--- src/akm_pkg.sv ---
// ----------------------------------------------------------------------------
// akm_pkg
// Shared sizes, command codes and the queue item type of the keyword matcher.
// ----------------------------------------------------------------------------
package akm_pkg;

	localparam int PAT_MAX = 64;
	localparam int PAT_AW  = $clog2(PAT_MAX);
	localparam int LEN_W   = $clog2(PAT_MAX + 1);
	localparam int OFF_W   = $clog2(PAT_MAX + 2);
	localparam int POS_W   = $clog2(2 * PAT_MAX + 3);

	localparam int ALT_MAX = 16;
	localparam int ALT_AW  = $clog2(ALT_MAX);
	localparam int ALT_CW  = $clog2(ALT_MAX + 1);

	localparam int CHAR_W = 16;
	localparam int FUNC_W = 2;
	localparam int IDX_W  = 5;
	localparam int MLEN_W = 7;

	localparam int QUEUE_DEPTH = 2;
	localparam int QPTR_W      = (QUEUE_DEPTH > 1) ? $clog2(QUEUE_DEPTH) : 1;
	localparam int QCNT_W      = $clog2(QUEUE_DEPTH + 1);

	localparam logic [CHAR_W-1:0] BAR_CODE = 16'h007C;

	localparam logic [FUNC_W-1:0] FUNC_CLEAR   = 2'd0;
	localparam logic [FUNC_W-1:0] FUNC_APPEND  = 2'd1;
	localparam logic [FUNC_W-1:0] FUNC_CONTENT = 2'd2;

	typedef enum logic [1:0] {
		CMD_CLEAR   = 2'd0,
		CMD_APPEND  = 2'd1,
		CMD_CONTENT = 2'd2
	} cmd_t;

	typedef struct packed {
		cmd_t              cmd;
		logic [CHAR_W-1:0] code;
		logic              is_bar;
		logic              first;
		logic              last;
	} item_t;

endpackage

--- src/akm_front.sv ---
// ----------------------------------------------------------------------------
// akm_front
// Takes input transfers, decodes the function code and pushes commands.
// ----------------------------------------------------------------------------
module akm_front import akm_pkg::*; (
	input  logic              in_valid,
	output logic              in_stall,
	input  logic [FUNC_W-1:0] func,
	input  logic [CHAR_W-1:0] char_code,
	input  logic              first,
	input  logic              last,
	input  logic              q_full,
	output logic              q_push,
	output item_t             q_item
);

	logic known;

	assign in_stall = q_full;

	always_comb begin
		known        = 1'b1;
		q_item.cmd   = CMD_CLEAR;
		q_item.code  = char_code;
		q_item.is_bar = (char_code == BAR_CODE);
		q_item.first = first;
		q_item.last  = last;
		unique case (func)
			FUNC_CLEAR:   q_item.cmd = CMD_CLEAR;
			FUNC_APPEND:  q_item.cmd = CMD_APPEND;
			FUNC_CONTENT: q_item.cmd = CMD_CONTENT;
			default:      known = 1'b0;
		endcase
	end

	// unused function code is dropped here
	assign q_push = in_valid && !q_full && known;

endmodule

--- src/akm_queue.sv ---
// ----------------------------------------------------------------------------
// akm_queue
// Short command queue between the decode front and the match engine.
// ----------------------------------------------------------------------------
module akm_queue import akm_pkg::*; (
	input  logic  clk,
	input  logic  arst_n,
	input  logic  push,
	input  item_t push_item,
	output logic  full,
	input  logic  pop,
	output item_t pop_item,
	output logic  empty
);

	item_t               entry_q [QUEUE_DEPTH];
	logic [QPTR_W-1:0]   wr_ptr_q;
	logic [QPTR_W-1:0]   rd_ptr_q;
	logic [QCNT_W-1:0]   count_q;

	assign full     = (count_q == QCNT_W'(QUEUE_DEPTH));
	assign empty    = (count_q == '0);
	assign pop_item = entry_q[rd_ptr_q];

	always_ff @(posedge clk) begin
		if (push) begin
			entry_q[wr_ptr_q] <= push_item;
		end
	end

	always_ff @(posedge clk or negedge arst_n) begin
		if (!arst_n) begin
			wr_ptr_q <= '0;
			rd_ptr_q <= '0;
			count_q  <= '0;
		end else begin
			if (push) begin
				wr_ptr_q <= (wr_ptr_q == QPTR_W'(QUEUE_DEPTH - 1)) ? '0 : wr_ptr_q + QPTR_W'(1);
			end
			if (pop) begin
				rd_ptr_q <= (rd_ptr_q == QPTR_W'(QUEUE_DEPTH - 1)) ? '0 : rd_ptr_q + QPTR_W'(1);
			end
			if (push && !pop) begin
				count_q <= count_q + QCNT_W'(1);
			end else if (pop && !push) begin
				count_q <= count_q - QCNT_W'(1);
			end
		end
	end

endmodule

--- src/akm_back.sv ---
// ----------------------------------------------------------------------------
// akm_back
// Match engine: pattern memory, alternative table and the per-character scan
// over all alternatives, one alternative per cycle, plus the result register.
// ----------------------------------------------------------------------------
module akm_back import akm_pkg::*; (
	input  logic              clk,
	input  logic              arst_n,
	input  logic              q_empty,
	input  item_t             q_item,
	output logic              q_pop,
	output logic              out_valid,
	input  logic              out_stall,
	output logic              found,
	output logic [IDX_W-1:0]  alt_index,
	output logic [MLEN_W-1:0] match_len
);

	typedef enum logic [2:0] {
		ST_IDLE   = 3'b001,
		ST_SCAN   = 3'b010,
		ST_FINISH = 3'b100
	} state_t;

	state_t              state_q;
	logic [CHAR_W-1:0]   pat_mem [PAT_MAX];
	logic [LEN_W-1:0]    pat_len_q;
	logic [LEN_W-1:0]    alt_start_q [ALT_MAX];
	logic [ALT_CW-1:0]   alt_total_q;
	logic [ALT_MAX-1:0]  alive_q;
	logic [OFF_W-1:0]    offset_q;
	logic                done_q;
	logic                best_valid_q;
	logic [ALT_AW-1:0]   best_alt_q;
	logic [MLEN_W-1:0]   best_len_q;
	logic [CHAR_W-1:0]   code_q;
	logic                last_q;
	logic [ALT_CW-1:0]   k_q;

	logic                v_s1;
	logic [ALT_AW-1:0]   k_s1;
	logic                in_range_s1;
	logic                end_s1;
	logic [CHAR_W-1:0]   rd0_s1;
	logic [CHAR_W-1:0]   rd1_s1;

	logic                out_valid_q;
	logic                found_q;
	logic [IDX_W-1:0]    alt_index_q;
	logic [MLEN_W-1:0]   match_len_q;

	logic                scan_go;
	logic [POS_W-1:0]    pos;
	logic [POS_W-1:0]    pos1;
	logic [ALT_CW-1:0]   app_total;
	logic                app_full;
	logic                app_open;
	logic                mem_we;
	logic [ALT_MAX-1:0]  init_mask;
	logic [ALT_MAX-1:0]  keep_mask;
	logic [ALT_MAX-1:0]  fin_alive;
	logic                hit;
	logic                complete;
	logic                take;
	logic                emit;
	logic                out_free;
	logic                start;

	assign q_pop    = (state_q == ST_IDLE) && !q_empty;
	assign scan_go  = (k_q < alt_total_q);
	assign pos      = POS_W'(alt_start_q[k_q[ALT_AW-1:0]]) + POS_W'(offset_q);
	assign pos1     = pos + POS_W'(1);
	assign app_full = (pat_len_q == LEN_W'(PAT_MAX));
	assign app_total = (pat_len_q == '0) ? ALT_CW'(1) : alt_total_q;
	assign app_open = q_item.is_bar && (app_total < ALT_CW'(ALT_MAX));
	assign mem_we   = q_pop && (q_item.cmd == CMD_APPEND) && !app_full;
	assign start    = q_item.first || !done_q;

	always_comb begin
		for (int i = 0; i < ALT_MAX; i++) begin
			init_mask[i] = (ALT_CW'(i) < alt_total_q);
			keep_mask[i] = !best_valid_q || (ALT_AW'(i) < best_alt_q);
		end
	end

	assign fin_alive = alive_q & keep_mask;
	assign emit      = (fin_alive == '0) || last_q;
	assign out_free  = !out_valid_q || !out_stall;

	// compare of one alternative against the current content character
	assign hit      = alive_q[k_s1] && in_range_s1 && (rd0_s1 != BAR_CODE) &&
	                  (rd0_s1 == code_q);
	assign complete = end_s1 || (rd1_s1 == BAR_CODE);
	assign take     = v_s1 && hit && complete && (!best_valid_q || (k_s1 < best_alt_q));

	// pattern memory, one write port and two registered read ports
	always_ff @(posedge clk) begin
		if (mem_we) begin
			pat_mem[pat_len_q[PAT_AW-1:0]] <= q_item.code;
		end
		rd0_s1 <= pat_mem[pos[PAT_AW-1:0]];
		rd1_s1 <= pat_mem[pos1[PAT_AW-1:0]];
	end

	always_ff @(posedge clk) begin
		if (mem_we) begin
			if (pat_len_q == '0) begin
				alt_start_q[0] <= '0;
			end
			if (app_open) begin
				alt_start_q[app_total[ALT_AW-1:0]] <= pat_len_q + LEN_W'(1);
			end
		end
		k_s1        <= k_q[ALT_AW-1:0];
		in_range_s1 <= (pos < POS_W'(pat_len_q));
		end_s1      <= (pos1 >= POS_W'(pat_len_q));
	end

	always_ff @(posedge clk or negedge arst_n) begin
		if (!arst_n) begin
			state_q      <= ST_IDLE;
			pat_len_q    <= '0;
			alt_total_q  <= '0;
			alive_q      <= '0;
			offset_q     <= '0;
			done_q       <= 1'b1;
			best_valid_q <= 1'b0;
			best_alt_q   <= '0;
			best_len_q   <= '0;
			code_q       <= '0;
			last_q       <= 1'b0;
			k_q          <= '0;
			v_s1         <= 1'b0;
		end else begin
			v_s1 <= (state_q == ST_SCAN) && scan_go;
			unique case (state_q)
				ST_IDLE: begin
					if (!q_empty) begin
						unique case (q_item.cmd)
							CMD_CLEAR: begin
								pat_len_q   <= '0;
								alt_total_q <= '0;
								alive_q     <= '0;
								done_q      <= 1'b1;
							end
							CMD_APPEND: begin
								alive_q <= '0;
								done_q  <= 1'b1;
								if (!app_full) begin
									pat_len_q   <= pat_len_q + LEN_W'(1);
									alt_total_q <= app_total + (app_open ? ALT_CW'(1) : '0);
								end
							end
							CMD_CONTENT: begin
								if (q_item.first) begin
									alive_q      <= init_mask;
									offset_q     <= '0;
									done_q       <= 1'b0;
									best_valid_q <= 1'b0;
									best_alt_q   <= '0;
									best_len_q   <= '0;
								end
								// content outside an attempt is dropped
								if (start) begin
									code_q  <= q_item.code;
									last_q  <= q_item.last;
									k_q     <= '0;
									state_q <= ST_SCAN;
								end
							end
							default: ;
						endcase
					end
				end
				ST_SCAN: begin
					if (scan_go) begin
						k_q <= k_q + ALT_CW'(1);
					end else begin
						state_q <= ST_FINISH;
					end
				end
				ST_FINISH: begin
					if (!emit || out_free) begin
						if (offset_q < OFF_W'(PAT_MAX + 1)) begin
							offset_q <= offset_q + OFF_W'(1);
						end
						alive_q <= emit ? '0 : fin_alive;
						done_q  <= emit;
						state_q <= ST_IDLE;
					end
				end
				default: state_q <= ST_IDLE;
			endcase

			if (v_s1) begin
				alive_q[k_s1] <= hit && !complete;
			end
			if (take) begin
				best_valid_q <= 1'b1;
				best_alt_q   <= k_s1;
				best_len_q   <= MLEN_W'(offset_q) + MLEN_W'(1);
			end
		end
	end

	// result register, frees up on the transfer
	always_ff @(posedge clk or negedge arst_n) begin
		if (!arst_n) begin
			out_valid_q <= 1'b0;
		end else if ((state_q == ST_FINISH) && emit && out_free) begin
			out_valid_q <= 1'b1;
		end else if (!out_stall) begin
			out_valid_q <= 1'b0;
		end
	end

	always_ff @(posedge clk) begin
		if ((state_q == ST_FINISH) && emit && out_free) begin
			found_q     <= best_valid_q;
			alt_index_q <= best_valid_q ? IDX_W'(best_alt_q) + IDX_W'(1) : '0;
			match_len_q <= best_valid_q ? best_len_q : '0;
		end
	end

	assign out_valid = out_valid_q;
	assign found     = found_q;
	assign alt_index = alt_index_q;
	assign match_len = match_len_q;

endmodule

--- src/alternation_keyword_matcher_top.sv ---
// ----------------------------------------------------------------------------
// alternation_keyword_matcher_top
// The command queue registers each transfer, also while a scan runs; the
// engine takes a clear or append from it while idle and scans one content
// character at a time, reading the N alternatives in turn, N being their number.
// One pattern command per cycle while in_stall is low. A result held by out_stall
// holds the engine, once it has a next result to write, until its transfer.
// Reset (arst_n, async, active low): empty pattern, no attempt running.
// ----------------------------------------------------------------------------
module alternation_keyword_matcher_top import akm_pkg::*; (
	input  logic              clk,
	input  logic              arst_n,
	input  logic              in_valid,
	output logic              in_stall,
	input  logic [FUNC_W-1:0] func,
	input  logic [CHAR_W-1:0] char_code,
	input  logic              first,
	input  logic              last,
	output logic              out_valid,
	input  logic              out_stall,
	output logic              found,
	output logic [IDX_W-1:0]  alt_index,
	output logic [MLEN_W-1:0] match_len
);

	logic  q_push;
	logic  q_full;
	logic  q_pop;
	logic  q_empty;
	item_t push_item;
	item_t pop_item;

	akm_front u_front (
		.in_valid  (in_valid),
		.in_stall  (in_stall),
		.func      (func),
		.char_code (char_code),
		.first     (first),
		.last      (last),
		.q_full    (q_full),
		.q_push    (q_push),
		.q_item    (push_item)
	);

	akm_queue u_queue (
		.clk       (clk),
		.arst_n    (arst_n),
		.push      (q_push),
		.push_item (push_item),
		.full      (q_full),
		.pop       (q_pop),
		.pop_item  (pop_item),
		.empty     (q_empty)
	);

	akm_back u_back (
		.clk       (clk),
		.arst_n    (arst_n),
		.q_empty   (q_empty),
		.q_item    (pop_item),
		.q_pop     (q_pop),
		.out_valid (out_valid),
		.out_stall (out_stall),
		.found     (found),
		.alt_index (alt_index),
		.match_len (match_len)
	);

endmodule
--- config.mk ---
export PLATFORM = sky130hd
export DESIGN_NAME = alternation_keyword_matcher_top
export DESIGN_NICKNAME = d
export VERILOG_FILES = /design/src/akm_pkg.sv /design/src/akm_front.sv /design/src/akm_queue.sv /design/src/akm_back.sv /design/src/alternation_keyword_matcher_top.sv
export SDC_FILE = /design/constraint.sdc
export NUM_CORES = 2
export LEC_CHECK = 0
export BUFFER_PORTS_ARGS = -buffer_cell sky130_fd_sc_hd__clkbuf_2
export CAP_MARGIN = 0
export CORE_MARGIN = 3
export CORE_UTILIZATION = 60
export DETAILED_ROUTE_END_ITERATION = 8
export PLACE_DENSITY = 0.8
export SLEW_MARGIN = 10
export SYNTH_ARGS = -nofsm -noshare
export SYNTH_HDL_FRONTEND = slang
export SYNTH_SLANG_ARGS = --single-unit
--- constraint.sdc ---
create_clock -name clk -period 6.55 [get_ports clk]
set_input_delay 0.3275 -clock clk [delete_from_list [all_inputs] [get_ports clk]]
set_output_delay 0.3275 -clock clk [all_outputs]
set_load 0.01 [all_outputs]
==> key figures <==
Outcome
  • Run status: completed

Timing
  • Number of max-slew violations in the final report: 0
  • Relative slew margins: 0.0869
  • Total setup violations reported at the end of the flow: 0
  • Final critical path time including I/O delays and setup: roughly 6.3 ns
  • Timing-limited maximum frequency: about 160 MHz
  • Slew @ Worst Pin: ~1.4 ns
  • Worst clock skew on the final layout: between 0.03 and 0.04 ns
  • Number of hold violations in the final report: 0
  • Final period util: 0.962
  • Setup repair after global routing missed its margin: false
  • Setup TNS: 0 ns

Synthesis
  • Sequential fraction of the synthesis area: 0.618
  • Count of unique library cells instantiated by Yosys: 96
  • Number of instances in the synthesized netlist: roughly 4400
  • Count of flip-flops with a built-in enable after synthesis: roughly 1200
  • Yosys top cell by area: sky130_fd_sc_hd__edfxtp_1
  • Leading cell types by total area after synthesis: sky130_fd_sc_hd__edfxtp_1 (57%), sky130_fd_sc_hd__mux4_2 (13%), sky130_fd_sc_hd__nand2_1 (5.0%), sky130_fd_sc_hd__dfrtp_1 (3.1%), sky130_fd_sc_hd__mux2i_1 (2.3%)
  • Net count after synthesis: 4489
  • Area share of the leading cell type in the synthesized netlist: 0.574
  • Synthesis warning total: 0
  • Total of flip-flops plus latches after synthesis: 1308
  • Top flip-flop cell by instance count after synthesis: sky130_fd_sc_hd__edfxtp_1
  • Netlist Area Pre-Place: 62300 um2
  • Most used standard cell by instance count after synthesis: sky130_fd_sc_hd__edfxtp_1
  • Commonest cells in the synthesized netlist: sky130_fd_sc_hd__edfxtp_1 (1191), sky130_fd_sc_hd__nand2_1 (822), sky130_fd_sc_hd__mux4_2 (370), sky130_fd_sc_hd__nand3_1 (251), sky130_fd_sc_hd__nor2_1 (179)
  • Asr flop ratio synth: 0.0604
  • Mean instance size in the synthesized netlist: about 14 um2

Hold path
  • Hold Crit Class: input port to register

GRT
  • Global routing usage summed across all routing layers: 0.363
  • Vias in the first global route: roughly 43000
  • Most used routing layer in global routing: met2
  • Antenna violations before repair: 9
  • Grt total ovfl: 0
  • Global routing met1 resource utilization: 0.462
  • Global-route wire length before repair: 284000 um
  • Pin count of the biggest net entering global routing: between 100 and 150
  • Met3 GRT Util: 0.113
  • Met2 demand-to-capacity share in global routing: 0.548

Final layout
  • Layout net count: approximately 4600
  • Fraction of layout cells with a size suffix above 1: 0.209
  • Post-route standard cell area excluding fillers: roughly 70000 um2
  • Synthesis-to-layout area growth: 11.7%
  • Final core occ: 0.680
  • Number of cells in the finished layout apart from fillers: between 5000 and 6000

Die
  • Total core area: 102000 um2
  • Row cnt: about 120
  • Vertical die dimension: approximately 330 um
  • Die boundary width: about 330 um
  • Starting utilization of the core area: 0.609
  • Full die area: approximately 110000 um2
  • Number of primary I/O pins: 39

Setup path
  • Endpoint required time on the critical path: between 7 and 8 ns
  • Worst Path Class, Setup: register to register
  • Data arrival time of the critical path: roughly 7.0 ns
  • Type of destination of the critical path: register
  • CP startpoint kind: register
  • Slowest cell on the critical path: sky130_fd_sc_hd__a31oi_1
  • Worst path most repeated cell: sky130_fd_sc_hd__buf_4
  • Crit-path max FO: 45
  • Worst stage delay on the critical path: around 0.82 ns
  • Worst path cell trace: buf_4 > mux4_2 > mux4_2 > inv_1 > fa_4 > inv_1 > ha_4 > buf_4 > buf_4 > mux2i_1 > a221oi_1 > nor2_1 > a31oi_1 > nand3_1 > a31oi_1 > a32o_1

Route
  • Post-route DRC violation count: 0
  • Initial DRT Pass Iterations: 8
  • Count of antenna-violating nets left after detailed routing: 0
  • WL/cell: around 33 um
  • Detailed Route Iter0 Violations: approximately 7800
  • Post-DR vias/cell: between 7 and 8
  • Sum of routed wire length over all layers: a little under 200000 um
  • Vias: approximately 44000

Place
  • Weighted congestion reported at the end of routability-driven placement: ~0.98
  • Post-placement cell count: 5695
  • HPWL after detailed placement: between 100000 and 150000 um
  • Placed cell areas: between 60000 and 70000 um2
  • Number of port buffers: 38

CTS
  • TritonCTS clock tree: built
  • Root Buffer: sky130_fd_sc_hd__clkbuf_16
  • Maximum buffer depth of the clock tree: 3
  • Setup Buffers After CTS: 0
  • Clock tree sinks: about 1300
  • CTS H-tree depth: 4
  • CTS Buf Count: between 100 and 150
  • Clock slew at reported path FFs: about 0.060 ns
  • Worst skew pair latency: 0.77 ns

Power and ir drop
  • Leakage power summed over all cells: ~23 nW
  • Worst VDD drop: ~880 uV
  • Power density over the cells: between 500 and 600 nW/um2

Flow run
  • Count of maximum capacitance violations: 0
critical path: cells and delay by family, from the launching register on:
kind | cells | cell delay, ns
DFF | 1 | 0.77
adders and majority gates | 2 | 0.87
AOI/OAI and AO/OA | 4 | 1.57
buffers and inverters | 5 | 1.66
muxes | 3 | 1.08
and+or+nand+nor | 2 | 0.21
kinds of logic after synthesis:
group                      share of synthesized area
adders and majority gates                    0.00816
xor gates and xnor gates                     0.00599
DFF                                            0.618
muxes                                          0.166
buffers and inverters                         0.0255
AOI/OAI and AO/OA                             0.0705
and+or+nand+nor                                0.105
metrics by stage:
step                      worst slack, ns  power, mW  hold slack [ns]
final                               0.250       36.5            0.320
after global routing                0.180       37.4            0.323
after CTS                           0.339       35.7            0.288
after detailed placement            0.433       27.9            0.179
after global placement              0.488       27.5            0.173
after floorplan                     0.695       21.7           0.0319
path summary, 6_finish.rpt:
| kind | from | to | slack [ns] | cells after the start |
|---|---|---|---|---|
| setup / recovery | u_back.k_q[1] | u_back.rd1_s1[3] | 0.25 | 16 |
| min in group asynchronous | arst_n | u_back.offset_q[3] | 0.38 | 3 |
| setup reg to reg | u_back.k_q[1] | u_back.rd1_s1[3] | 0.25 | 16 |
| hold reg to reg | u_back.k_q[2] | u_back.k_s1[2] | 0.47 | 0 |
| max in group asynchronous | arst_n | u_back.k_q[0] | 5.45 | 3 |
| hold / removal | last | u_queue.entry_q[0][0] | 0.32 | 2 |
layout make-up:
class                   count  area [um2]
flip-flops and latches   1308       38500
fillers                  6472       32800
multi-input cells        2751       22500
clock buffers             161        3510
repair buffers            248        2180
well taps                1368        1710
clock inverters            86         981
inverters                  45         184
diodes                      2        5.00
repair_timing:
item	CTS	global route
setup endpoints to repair	0	1
hold buffers	25	0
endpoints found under the hold margin	117	0
resized for setup	0	1
cells in the final DEF, fill, tap and decap left out, types with 24 or more instances in the layout:
cell type / count
sky130_fd_sc_hd__a31oi_1: 100
sky130_fd_sc_hd__a32o_1: 24
sky130_fd_sc_hd__nand2_1: 822
sky130_fd_sc_hd__dfxtp_1: 38
sky130_fd_sc_hd__buf_12: 28
sky130_fd_sc_hd__mux2i_1: 140
sky130_fd_sc_hd__edfxtp_1: 1191
sky130_fd_sc_hd__xnor2_1: 26
sky130_fd_sc_hd__inv_1: 39
sky130_fd_sc_hd__a21oi_1: 75
sky130_fd_sc_hd__a32oi_1: 84
sky130_fd_sc_hd__nand3_1: 251
sky130_fd_sc_hd__mux4_2: 370
sky130_fd_sc_hd__nand4_1: 38
sky130_fd_sc_hd__o21ai_1: 33
sky130_fd_sc_hd__clkbuf_16: 135
sky130_fd_sc_hd__nor2_1: 112
sky130_fd_sc_hd__clkinv_1: 26
sky130_fd_sc_hd__mux2_2: 55
sky130_fd_sc_hd__dlygate4sd3_1: 25
sky130_fd_sc_hd__o21ai_0: 63
sky130_fd_sc_hd__dfrtp_1: 76
sky130_fd_sc_hd__and3_1: 30
sky130_fd_sc_hd__o22ai_1: 78
sky130_fd_sc_hd__clkbuf_2: 37
sky130_fd_sc_hd__nor2_2: 66
sky130_fd_sc_hd__ha_1: 37
sky130_fd_sc_hd__buf_4: 158
where the power goes:
part           internal, mW  leakage, nW  switching, mW
registers              10.3         12.1          0.363
clock network          4.50         2.18           3.34
logic                  6.31         9.10           11.7
total                  21.1         23.4           15.4
state kept, by name, summed over array words and instances (netlist names), 4 cells and up:
name / cells
u_back.alive_q: 16
u_back.pat_len_q: 7
u_back.k_s1: 4
u_queue.entry_q: 42
u_back.best_alt_q: 4
u_back.alt_index: 5
u_back.alt_start_q: 112
u_back.best_len_q: 7
u_back.rd1_s1: 16
u_back.pat_mem: 1024
u_back.match_len: 7
u_back.k_q: 5
u_back.rd0_s1: 16
u_back.offset_q: 7
u_back.alt_total_q: 5
u_back.code_q: 16
layer usage:
| layer | up-vias | routed length (um) |
|---|---|---|
| met4 | 10 | 15200 |
| met2 | 4266 | 88200 |
| met3 | 968 | 30500 |
| met5 | - | 65 |
| met1 | 21600 | 62100 |
| li1 | 17500 | - |
No activity file was read; power rests on OpenSTA's default activity.
